$ cat config.mk
export PLATFORM = sky130hd
export DESIGN_NAME = jau_queue
export DESIGN_NICKNAME = d
export VERILOG_FILES = /design/src/design/jau_pkg.sv /design/src/design/jau_queue.sv
export SDC_FILE = /design/constraint.sdc
export NUM_CORES = 1
export LEC_CHECK = 0
export ABC_AREA = 1
export BUFFER_PORTS_ARGS = -buffer_cell sky130_fd_sc_hd__buf_4
export CAP_MARGIN = 0
export CORE_UTILIZATION = 49
export DETAILED_ROUTE_END_ITERATION = 10
export GPL_TIMING_DRIVEN = 0
export PLACE_DENSITY = 0.69
export SKIP_CTS_REPAIR_TIMING = 1
export SYNTH_ARGS = -nofsm -noshare
export SYNTH_HDL_FRONTEND = slang
export SYNTH_SLANG_ARGS = --single-unit
$ cat constraint.sdc
create_clock -name clk -period 14.8 [get_ports clk]
set_input_delay 2.22 -clock clk [delete_from_list [all_inputs] [get_ports clk]]
set_output_delay 2.22 -clock clk [all_outputs]
set_load 0.01 [all_outputs]
$ cat src/design/jau_pkg.sv
`timescale 1ns / 1ps
// ----------------------------------------------------------------------------
// jau_pkg
// types, constants and the arctangent table of the joint angle unit
// ----------------------------------------------------------------------------
package jau_pkg;

	localparam int CORDIC_STEPS_DEF = 16;
	localparam int TABLE_LEN        = 24;
	localparam int PT_W             = 18;
	localparam int DIFF_W           = 19;
	localparam int PROD_W           = 38;
	localparam int VEC_W            = 41;
	localparam int Z_W              = 30;
	localparam int FIFO_DEPTH       = 4;
	localparam int NORM_POS         = 37;

	localparam logic [15:0] MIN_SEG_RST = 16'd66;
	localparam logic signed [Z_W-1:0] DEG90  = 30'sd94371840;
	localparam logic signed [Z_W-1:0] DEG180 = 30'sd188743680;

	typedef struct packed {
		logic                     ok;
		logic                     zero;
		logic signed [VEC_W-1:0]  x;
		logic signed [VEC_W-1:0]  y;
		logic signed [Z_W-1:0]    z;
	} job_t;

	function automatic logic signed [Z_W-1:0] atan_deg(input int i);
		logic signed [Z_W-1:0] r;
		case (i)
			0: r = 30'sd47185920;   1: r = 30'sd27855475;   2: r = 30'sd14718068;
			3: r = 30'sd7471121;    4: r = 30'sd3750058;    5: r = 30'sd1876857;
			6: r = 30'sd938658;     7: r = 30'sd469357;     8: r = 30'sd234682;
			9: r = 30'sd117342;     10: r = 30'sd58671;     11: r = 30'sd29335;
			12: r = 30'sd14668;     13: r = 30'sd7334;      14: r = 30'sd3667;
			15: r = 30'sd1833;      16: r = 30'sd917;       17: r = 30'sd458;
			18: r = 30'sd229;       19: r = 30'sd115;       20: r = 30'sd57;
			21: r = 30'sd29;        22: r = 30'sd14;        23: r = 30'sd7;
			default: r = '0;
		endcase
		return r;
	endfunction

endpackage

$ cat src/design/jau_queue.sv
`timescale 1ns / 1ps
// ----------------------------------------------------------------------------
// jau_queue
// short queue between front and back
// ----------------------------------------------------------------------------
module jau_queue #(
	parameter int DEPTH = jau_pkg::FIFO_DEPTH
) (
	input  logic           clk,
	input  logic           arst_n,
	input  logic           wr_valid,
	output logic           wr_ready,
	input  jau_pkg::job_t  wr_data,
	output logic           rd_valid,
	input  logic           rd_ready,
	output jau_pkg::job_t  rd_data
);
	localparam int AW = DEPTH > 1 ? $clog2(DEPTH) : 1;
	jau_pkg::job_t mem_q [DEPTH];
	logic [AW-1:0] wp_q, rp_q;
	logic [AW:0]   cnt_q;
	logic wr, rd;

	assign wr_ready = cnt_q != (AW+1)'(DEPTH);
	assign rd_valid = cnt_q != '0;
	assign wr = wr_valid && wr_ready;
	assign rd = rd_valid && rd_ready;
	assign rd_data = mem_q[rp_q];

	always_ff @(posedge clk) begin
		if (wr) mem_q[wp_q] <= wr_data;
	end

	always_ff @(posedge clk or negedge arst_n) begin
		if (!arst_n) begin
			wp_q <= '0; rp_q <= '0; cnt_q <= '0;
		end else begin
			if (wr) wp_q <= wp_q == AW'(DEPTH-1) ? '0 : wp_q + 1'b1;
			if (rd) rp_q <= rp_q == AW'(DEPTH-1) ? '0 : rp_q + 1'b1;
			cnt_q <= cnt_q + (AW+1)'(wr) - (AW+1)'(rd);
		end
	end

	ap_cnt: assert property (@(posedge clk) disable iff (!arst_n)
		cnt_q <= (AW+1)'(DEPTH)) else $error("queue overflow");
	ap_upd: assert property (@(posedge clk) disable iff (!arst_n)
		(wr && !rd) |=> cnt_q == $past(cnt_q) + 1'b1) else $error("count slip");
	ap_dn: assert property (@(posedge clk) disable iff (!arst_n)
		(rd && !wr) |=> cnt_q == $past(cnt_q) - 1'b1) else $error("count slip");
endmodule

==> flow_summary.toml, run 1 <==
[timing]
final_hold_viol_count = 0
max-slew-margin-rel = 0.417
tightest_slew_ns = 0.873
min_period_ns = 4.34
fin_hold_ws_ns = 0.512
fin_crit_sh = 0.293
skew_ns = 0.0124
fin_setup_tns_ns = 0
rsz0062_at_grt = "false"
drv_slew = 0
setup_viol = 0
fin_ws_ns = 10.46
fmax_ghz = 0.231

[floorplan]
die_w_um = 197
die_y_um = 197
coreArea_sq_um = 37600
dieArea_sq_um = 38900
std_cell_rows = 71
ios = 234
initial_core_util = 0.497

[global_routing]
met2_usage = 0.363
grtUsageMet3 = 0.0437
grt_pass1_wl_um = 63000
gr-usage-all-layers = 0.217
busiest_layer = "met2"
grt_use_met1 = 0.285
antenna_found_initial = 1
grt-ovfl-total = 0
grt_max_degree = 29
grt_pass1_vias = 11400

[synthesis]
ys.warnings.count = 0
synthCells = 1388
netlist_area_sq_um = 18700
seq_area_frac_synth = 0.742
ys.flop_type = "edfxtp_1"
synth_edf_count = 456
ys_ff_latch = 463
synth_cell_type_count = 15
async_reset_ff_frac = 0.0151
synth_fp_nets = 1514
synth.most_common_cell = "edfxtp_1"
synth_common_cells = "456 x edfxtp_1, 359 x nand2_1, 241 x inv_1"
netlist.area_leader.share = 0.733
synth.avg_cell_area_sq_um = 13.5
synth_area_leaders = "edfxtp_1 73%, o211ai_1 9.2%, nand2_1 7.2%, inv_1 4.8%, buf_6 2.7%"
yosysTopAreaCell = "edfxtp_1"

[routing]
wirelength_um = 41700
ant_nets = 0
wl_per_cell_um = 18.7
firstDrtPassIters = 5
drc = 0
vias_per_cell = 5.07
dr.first_iter.drc_count = 746
via_count = 11300

[pwr]
ir_worst_vdd_mv = 0.135
power_w = 0.00471
power_density_nw_per_um2 = 206
p_leak_nw = 9.13

[worst_setup_path]
start_kind = "register"
crit_path_end_kind = "output port"
r2r_slack_ns = 12.10
cp_max_fo = 10
worstPathRequired_ns = 12.58
r2r_start = "cnt_q[1]"
crit_arrival_ns = 2.12
critPathKind = "reg2out"
r2r-end = "mem_q[0][55]"
ff2ff_path_depth = 7

[finish]
area_delta_synth_final_pct = 22.5
num-fill-cells = 2827
drive_gt1_frac = 0.225
layout.nets = 1814
final_area_sq_um = 22900

[clock_tree]
cts.sinks = 463
cts_buffers = 49
clk_pin_slew_ns = 0.05
clock-root-buffer = "clkbuf_16"
clock_path_buffers = 3
cts_tree = "built"
clkLatencyLatePin_ns = 0.57
htree_levels = 2

[hold_path]
min_from = "cnt_q[0]"
min_to = "cnt_q[0]"
hp-class = "reg2reg"
whs_path_depth = 1

[outcome]
status = "complete, no violations"

[placed_design]
port_buffers = 233
hpwl_um = 26600
dp_slack_ns = 10.38
place_area_sq_um = 21400
place.gp.congestion = 0.748

[run]
drv_cap = 0
[layer usage]
metal | vias up | routed length, um
li1 | 5433 | -
met1 | 5444 | 17000
met2 | 381 | 20500
met3 | 67 | 3180
met4 | 0 | 1000
met5 | - | 0
[where the power goes]
part / internal [W] / total [W] / leakage [nW] / switching (W)
registers: 0.00172 / 0.00177 / 4.26 / 0.0000549
logic: 0.000741 / 0.00183 / 4.15 / 0.00109
clock network: 0.000642 / 0.00111 / 0.714 / 0.000468
[stage by stage]
step,cells,util
final,2234,0.609
after global routing,2233,0.609
after CTS,2233,0.609
after detailed placement,2148,0.571
after global placement,2132,0.561
after floorplan,1388,-
[layout make-up]
type | count | area, sq um | share of cell area
clock inverter | 17 | 86.3 | 0.00377
antenna | 1 | 2.50 | 0.000109
buffer | 76 | 691 | 0.0302
sequential | 463 | 13900 | 0.606
timing repair buffer | 249 | 2080 | 0.0910
multi-input combinational | 607 | 3250 | 0.142
clock buffer | 68 | 1370 | 0.0598
tap | 511 | 639 | 0.0279
inverter | 242 | 908 | 0.0397
[worst max-delay path by stage]
stage / startpoint / endpoint / slack (ns)
global placement: wr_valid / mem_q[3][46] / 2.91
global route: rp_q[1] / rd_data[111] / 10.33
CTS: rp_q[1] / rd_data[111] / 10.42
floorplan: wr_valid / mem_q[0][0] / 7.10
finish: rp_q[1] / rd_data[111] / 10.46
detailed placement: wr_valid / mem_q[0][72] / 10.38
[flip-flops by register name, summed over array words and instances (netlist names)]
name   cells
wp_q       2
rp_q       2
mem_q    456
cnt_q      3
[worst max-delay path, stage by stage (launching register included)]
cell and delay [ns]:
dfrtp_1 0.38, buf_4 0.20, inv_2 0.18, buf_6 0.19
buf_4 0.21, o211ai_1 0.12, nand2_1 0.12, buf_4 0.14
[cell families (layout without fill, tap and decap cells)]
logic type	Yosys count	in the layout	synth area share
buffers and inverters	318	652	0.0856
adder cells (fa/ha/maj)	8	8	0.00576
AND/OR/NAND/NOR	371	371	0.0749
AO/OA/AOI/OAI	228	228	0.0916
flip-flops	463	463	0.742
other	0	1	0
[placed cells by master, fill, tap and decap left out, drive strengths merged]
cell      Yosys  layout
ha            7       7
nand2       359     359
clkinvlp      0       1
fa            1       1
nand3         5       5
clkinv        0      15
clkbuf        7      75
buf          69     318
o211ai      228     228
edfxtp      456     456
dfrtp         7       7
inv         242     243
nor2          7       7
diode         0       1
No activity file was read; power rests on OpenSTA's default activity.
==> run 2, diff against run 1 <==
--- a/config.mk
+++ b/config.mk
@@ -11,7 +11,7 @@
 export CORE_UTILIZATION = 49
 export DETAILED_ROUTE_END_ITERATION = 10
 export GPL_TIMING_DRIVEN = 0
-export PLACE_DENSITY = 0.69
+export PLACE_DENSITY = 0.72
 export SKIP_CTS_REPAIR_TIMING = 1
 export SYNTH_ARGS = -nofsm -noshare
 export SYNTH_HDL_FRONTEND = slang
==> constraint.sdc (replaced) <==
create_clock -name clk -period 3.81 [get_ports clk]
set_input_delay 0.5715 -clock clk [delete_from_list [all_inputs] [get_ports clk]]
set_output_delay 0.5715 -clock clk [all_outputs]
set_load 0.01 [all_outputs]
==> run 2 against run 1 <==
Compared with the run above: global-route usage rose by 0.63 points; critical path depth fell by 2; core utilization rose by 0.12 points; largest power group unchanged; via count rose by 1.1%; critical path type unchanged; die area did not move; combinational power rose to 3.9 times the previous value.
==> flow_summary.toml, run 2 (synthesis results as in run 1) <==
[finish]
reg_top3 = "mem_q: 456 flops, cnt_q: 3 flops"
layout.nets = 1813
num-fill-cells = 2832
mostFrequentLayoutCells = "456 x edfxtp_1, 359 x nand2_1, 244 x buf_4"
regMostFlops = "mem_q"
area_delta_synth_final_pct = 22.8
largest_register_ffs = 456
finalNonFillerCells = 2234
layout_commonest_cell = "edfxtp_1"
drive_gt1_frac = 0.225
final_area_sq_um = 22900

[placed_design]
place.gp.congestion = 0.739
port_buffers = 233
dp.cells = 2149
place_area_sq_um = 21500
dp_slack_ns = 1.15
hpwl_um = 27700

[timing]
max-slew-margin-rel = 0.413
min_period_ns = 2.74
fin_crit_sh = 0.719
tightest_slew_ns = 0.878
drv_slew = 0
fin_ws_ns = 1.07
setup_viol = 0
skew_ns = 0.0185
final_hold_viol_count = 0
rsz0062_at_grt = "false"
fmax_ghz = 0.365
fin_setup_tns_ns = 0

[pwr]
p_leak_nw = 9.15
ir_worst_vdd_mv = 0.495
p_clk_frac = 0.236
p_int_w = 0.0121
p_seq_frac = 0.374
power_switching_w = 0.00633
power_density_nw_per_um2 = 804
swShare = 0.343
p_comb_frac = 0.390

[floorplan]
std_cell_rows = 71
ios = 234
initial_core_util = 0.497
die_y_um = 197
coreArea_sq_um = 37600
die_w_um = 197
dieArea_sq_um = 38900

[hold_path]
min_from = "wr_data[95]"
hp-class = "in2reg"

[global_routing]
antenna_found_initial = 1
grt-ovfl-total = 0
grt_pass1_vias = 11700
grt_pass1_wl_um = 65200
gr-usage-all-layers = 0.223
grt_max_degree = 29

[clock_tree]
cts_tree = "built"
clock-root-buffer = "clkbuf_16"
cts_buffers = 46
clock_path_buffers = 3
cts.sinks = 463
clkLatencyLatePin_ns = 0.57
clk_pin_slew_ns = 0.06
htree_levels = 2

[outcome]
status = "complete, no violations"

[routing]
firstDrtPassIters = 5
wirelength_um = 42900
drc = 0
vias_per_cell = 5.13
via_count = 11500
dr.first_iter.drc_count = 711
wl_per_cell_um = 19.2
ant_nets = 0

[worst_setup_path]
path_buf_inv = 3
startpoint = "rp_q[1]"
critPathKind = "reg2out"
worstPathRequired_ns = 3.24
start_kind = "register"
worst_path_largest_cell_delay_ns = 0.55
crit_slowest_cell = "clkbuf_1"
path_delay_family = "buffers and inverters"
cp_max_fo = 10
crit_arrival_ns = 2.17
crit_path_end_kind = "output port"
r2r_start = "cnt_q[1]"
worstPathCellList = "buf_4 > clkbuf_1 > o211ai_1 > nand2_1 > buf_4"
cpMostUsedCell = "buf_4"

[run]
drv_cap = 0
[run 2: changes by cell type in the layout (fill, tap and decap cells not counted), sizes merged]
cell and delta:
clkinv +9, inv -1, dlygate4sd3 +1, buf +1
bufinv +3, clkinvlp -1, clkbuf -12
[run 2: path summary, 6_finish.rpt]
kind | to | slack (ns) | cells after the start
setup / recovery | rd_data[61] | 1.07 | 5
hold / removal | mem_q[0][95] | 0.20 | 1
setup reg to reg | mem_q[1][56] | 1.13 | 6
hold reg to reg | cnt_q[0] | 0.54 | 1
max in group asynchronous | cnt_q[2] | 3.32 | 2
min in group asynchronous | wp_q[1] | 0.35 | 2
[run 2: area by class of cell]
cell class | count | area, sq um | share of cell area
Multi-Input combinational cell | 607 | 3250 | 0.142
Clock buffer | 56 | 1250 | 0.0546
Inverter | 242 | 908 | 0.0396
Timing Repair Buffer | 251 | 2140 | 0.0931
Sequential cell | 463 | 13900 | 0.604
Buffer | 76 | 691 | 0.0301
Antenna cell | 1 | 2.50 | 0.000109
Tap cell | 511 | 639 | 0.0279
Clock inverter | 27 | 196 | 0.00856
[run 2: power groups by stage]
| stage | logic [W] | registers [W] | clock network [W] |
|---|---|---|---|
| global route | 0.00783 | 0.00696 | 0.00460 |
| CTS | 0.00733 | 0.00690 | 0.00440 |
| finish | 0.00719 | 0.00689 | 0.00436 |
| detailed placement | 0.00729 | 0.00700 | 0 |
| floorplan | 0.00389 | 0.00705 | 0 |
| global placement | 0.00690 | 0.00717 | 0 |
[run 2: stage by stage]
step / utilization / power [W] / hold slack (ns)
floorplan: - / 0.0109 / 0.276
global placement: 0.561 / 0.0141 / 0.391
CTS: 0.610 / 0.0186 / -0.221
global route: 0.610 / 0.0194 / 0.180
finish: 0.611 / 0.0184 / 0.198
detailed placement: 0.572 / 0.0143 / 0.393
[run 2: layer usage]
metal / share of wire / global-route usage
met3: 0.069 / 0.0429
met1: 0.41 / 0.291
met5: 0 / 0
met2: 0.49 / 0.376
met4: 0.025 / 0.0761
==> run 3, diff against run 2 <==
--- a/config.mk
+++ b/config.mk
@@ -11,7 +11,7 @@
 export CORE_UTILIZATION = 49
 export DETAILED_ROUTE_END_ITERATION = 10
 export GPL_TIMING_DRIVEN = 0
-export PLACE_DENSITY = 0.72
+export PLACE_DENSITY = 0.69
 export SKIP_CTS_REPAIR_TIMING = 1
 export SYNTH_ARGS = -nofsm -noshare
 export SYNTH_HDL_FRONTEND = slang
==> constraint.sdc (replaced) <==
create_clock -name clk -period 2.7 [get_ports clk]
set_input_delay 0.405 -clock clk [delete_from_list [all_inputs] [get_ports clk]]
set_output_delay 0.405 -clock clk [all_outputs]
set_load 0.01 [all_outputs]
==> run 3 against run 2 <==
Compared with the run above: worst setup slack worse by 0.85 ns; non-clock buffer count did not move; critical endpoint is now rd_data[108]; clock power rose by 38%; sequential cell count is the same; sequential share of layout area about the same; largest cell class unchanged; worst hold slack got worse by 0.16 ns; routed wire length decreased by 3.0%; final cell count rose by 0.13%; power up 40%; global-route usage decreased by 0.59 points.
==> flow_summary.toml, run 3 (synthesis results as in run 1) <==
[clock_tree]
clk_pin_slew_ns = 0.06
cts.sinks = 463
cts_buffers = 48
cts_tree = "built"
htree_levels = 2
clock_path_buffers = 3
clkLatencyLatePin_ns = 0.57
clock-root-buffer = "clkbuf_16"

[floorplan]
std_cell_rows = 71
ios = 234
die_y_um = 197
coreArea_sq_um = 37600
dieArea_sq_um = 38900
die_w_um = 197
initial_core_util = 0.497

[finish]
drive_gt1_frac = 0.226
num-fill-cells = 2854
layout.nets = 1815
area_delta_synth_final_pct = 22.7
layout_commonest_cell = "edfxtp_1"
reg_top3 = "mem_q: 456 flops, cnt_q: 3 flops"
largest_register_ffs = 456
regMostFlops = "mem_q"
mostFrequentLayoutCells = "456 x edfxtp_1, 357 x nand2_1, 244 x buf_4"

[run]
drv_cap = 0

[routing]
wl_per_cell_um = 18.6
wirelength_um = 41600
vias_per_cell = 5.06
via_count = 11300
dr.first_iter.drc_count = 676
firstDrtPassIters = 5
ant_nets = 0
drc = 0

[worst_setup_path]
start_kind = "register"
worstPathRequired_ns = 2.30
critPathKind = "reg2out"
crit_arrival_ns = 2.07
ff2ff_path_depth = 7
crit_path_end_kind = "output port"
r2r_start = "cnt_q[1]"
r2r_slack_ns = 0.25
startpoint = "rp_q[1]"
cp_max_fo = 10
r2r-end = "mem_q[0][46]"

[timing]
fin_crit_sh = 0.918
min_period_ns = 2.48
fin_setup_tns_ns = 0
tightest_slew_ns = 0.911
skew_ns = 0.0142
setup_viol = 0
drv_slew = 0
max-slew-margin-rel = 0.391
final_hold_viol_count = 0
fmax_ghz = 0.403
rsz0062_at_grt = "false"

[global_routing]
grt_max_degree = 29
grt-ovfl-total = 0
grt_pass1_wl_um = 63700
grt_pass1_vias = 11200
antenna_found_initial = 1
gr-usage-all-layers = 0.218

[pwr]
swShare = 0.341
p_leak_nw = 9.13
power_density_nw_per_um2 = 1120
p_clk_frac = 0.234
power_switching_w = 0.00878
p_comb_frac = 0.389
power_w = 0.0258
p_seq_frac = 0.377
ir_worst_vdd_mv = 0.702
p_int_w = 0.0170

[placed_design]
place.gp.congestion = 0.764
hpwl_um = 26500
port_buffers = 233

[hold_path]
min_to = "mem_q[0][107]"
min_from = "wr_data[107]"
whs_path_depth = 1
hp-class = "in2reg"

[outcome]
status = "complete, no violations"
-- run 3: power by group through the flow --
stage	clock (W)	sequential, W	combinational, W
2_1_floorplan	0	0.00987	0.00552
3_3_place_gp	0	0.00998	0.00972
3_5_place_dp	0	0.00988	0.0102
4_1_cts	0.00617	0.00973	0.0102
5_1_grt	0.00643	0.00982	0.0110
6_report	0.00603	0.00972	0.0100
-- run 3: worst max-delay path by stage --
| stage | to | slack [ns] | cells past startpoint |
|---|---|---|---|
| final | rd_data[108] | 0.22 | 7 |
| after global routing | rd_data[58] | 0.08 | 5 |
| after CTS | rd_data[108] | 0.18 | 7 |
| after detailed placement | mem_q[0][51] | 0.21 | 7 |
| after global placement | mem_q[1][45] | -1.57 | 4 |
| after floorplan | mem_q[0][0] | -0.14 | 4 |
-- run 3: through the flow --
| stage | cells | area (sq um) | util | setup slack (ns) | hold slack (ns) |
|---|---|---|---|---|---|
| 2_1_floorplan | 1388 | 18700 | - | -0.143 | 0.109 |
| 3_3_place_gp | 2132 | 21100 | 0.562 | -1.57 | 0.225 |
| 3_5_place_dp | 2149 | 21500 | 0.572 | 0.210 | 0.226 |
| 4_1_cts | 2235 | 22900 | 0.610 | 0.175 | -0.377 |
| 5_1_grt | 2236 | 22900 | 0.610 | 0.0756 | 0.0175 |
| 6_report | 2237 | 22900 | 0.610 | 0.221 | 0.0369 |
-- run 3: routing by layer --
metal / up-vias / routed length (um) / global-route usage
met4: 0 / 924 / 0.0724
met3: 60 / 2910 / 0.0411
met5: - / 0 / 0
met1: 5470 / 17600 / 0.300
met2: 333 / 20200 / 0.349
li1: 5449 / - / -
-- run 3: layout make-up --
type	instances	area, sq um	share of cell area
Inverter	242	908	0.0396
Clock buffer	58	1260	0.0549
Sequential cell	463	13900	0.605
Clock inverter	28	178	0.00775
Tap cell	511	639	0.0279
Timing Repair Buffer	251	2120	0.0925
Buffer	76	691	0.0301
Antenna cell	1	2.50	0.000109
Multi-Input combinational cell	607	3260	0.142
-- run 3: worst max-delay path: stages (launching register included) --
cell,delay (ns)
dfrtp_1,0.38
buf_4,0.19
inv_2,0.15
buf_6,0.20
buf_4,0.21
o211ai_1,0.11
nand2_1,0.13
buf_4,0.14
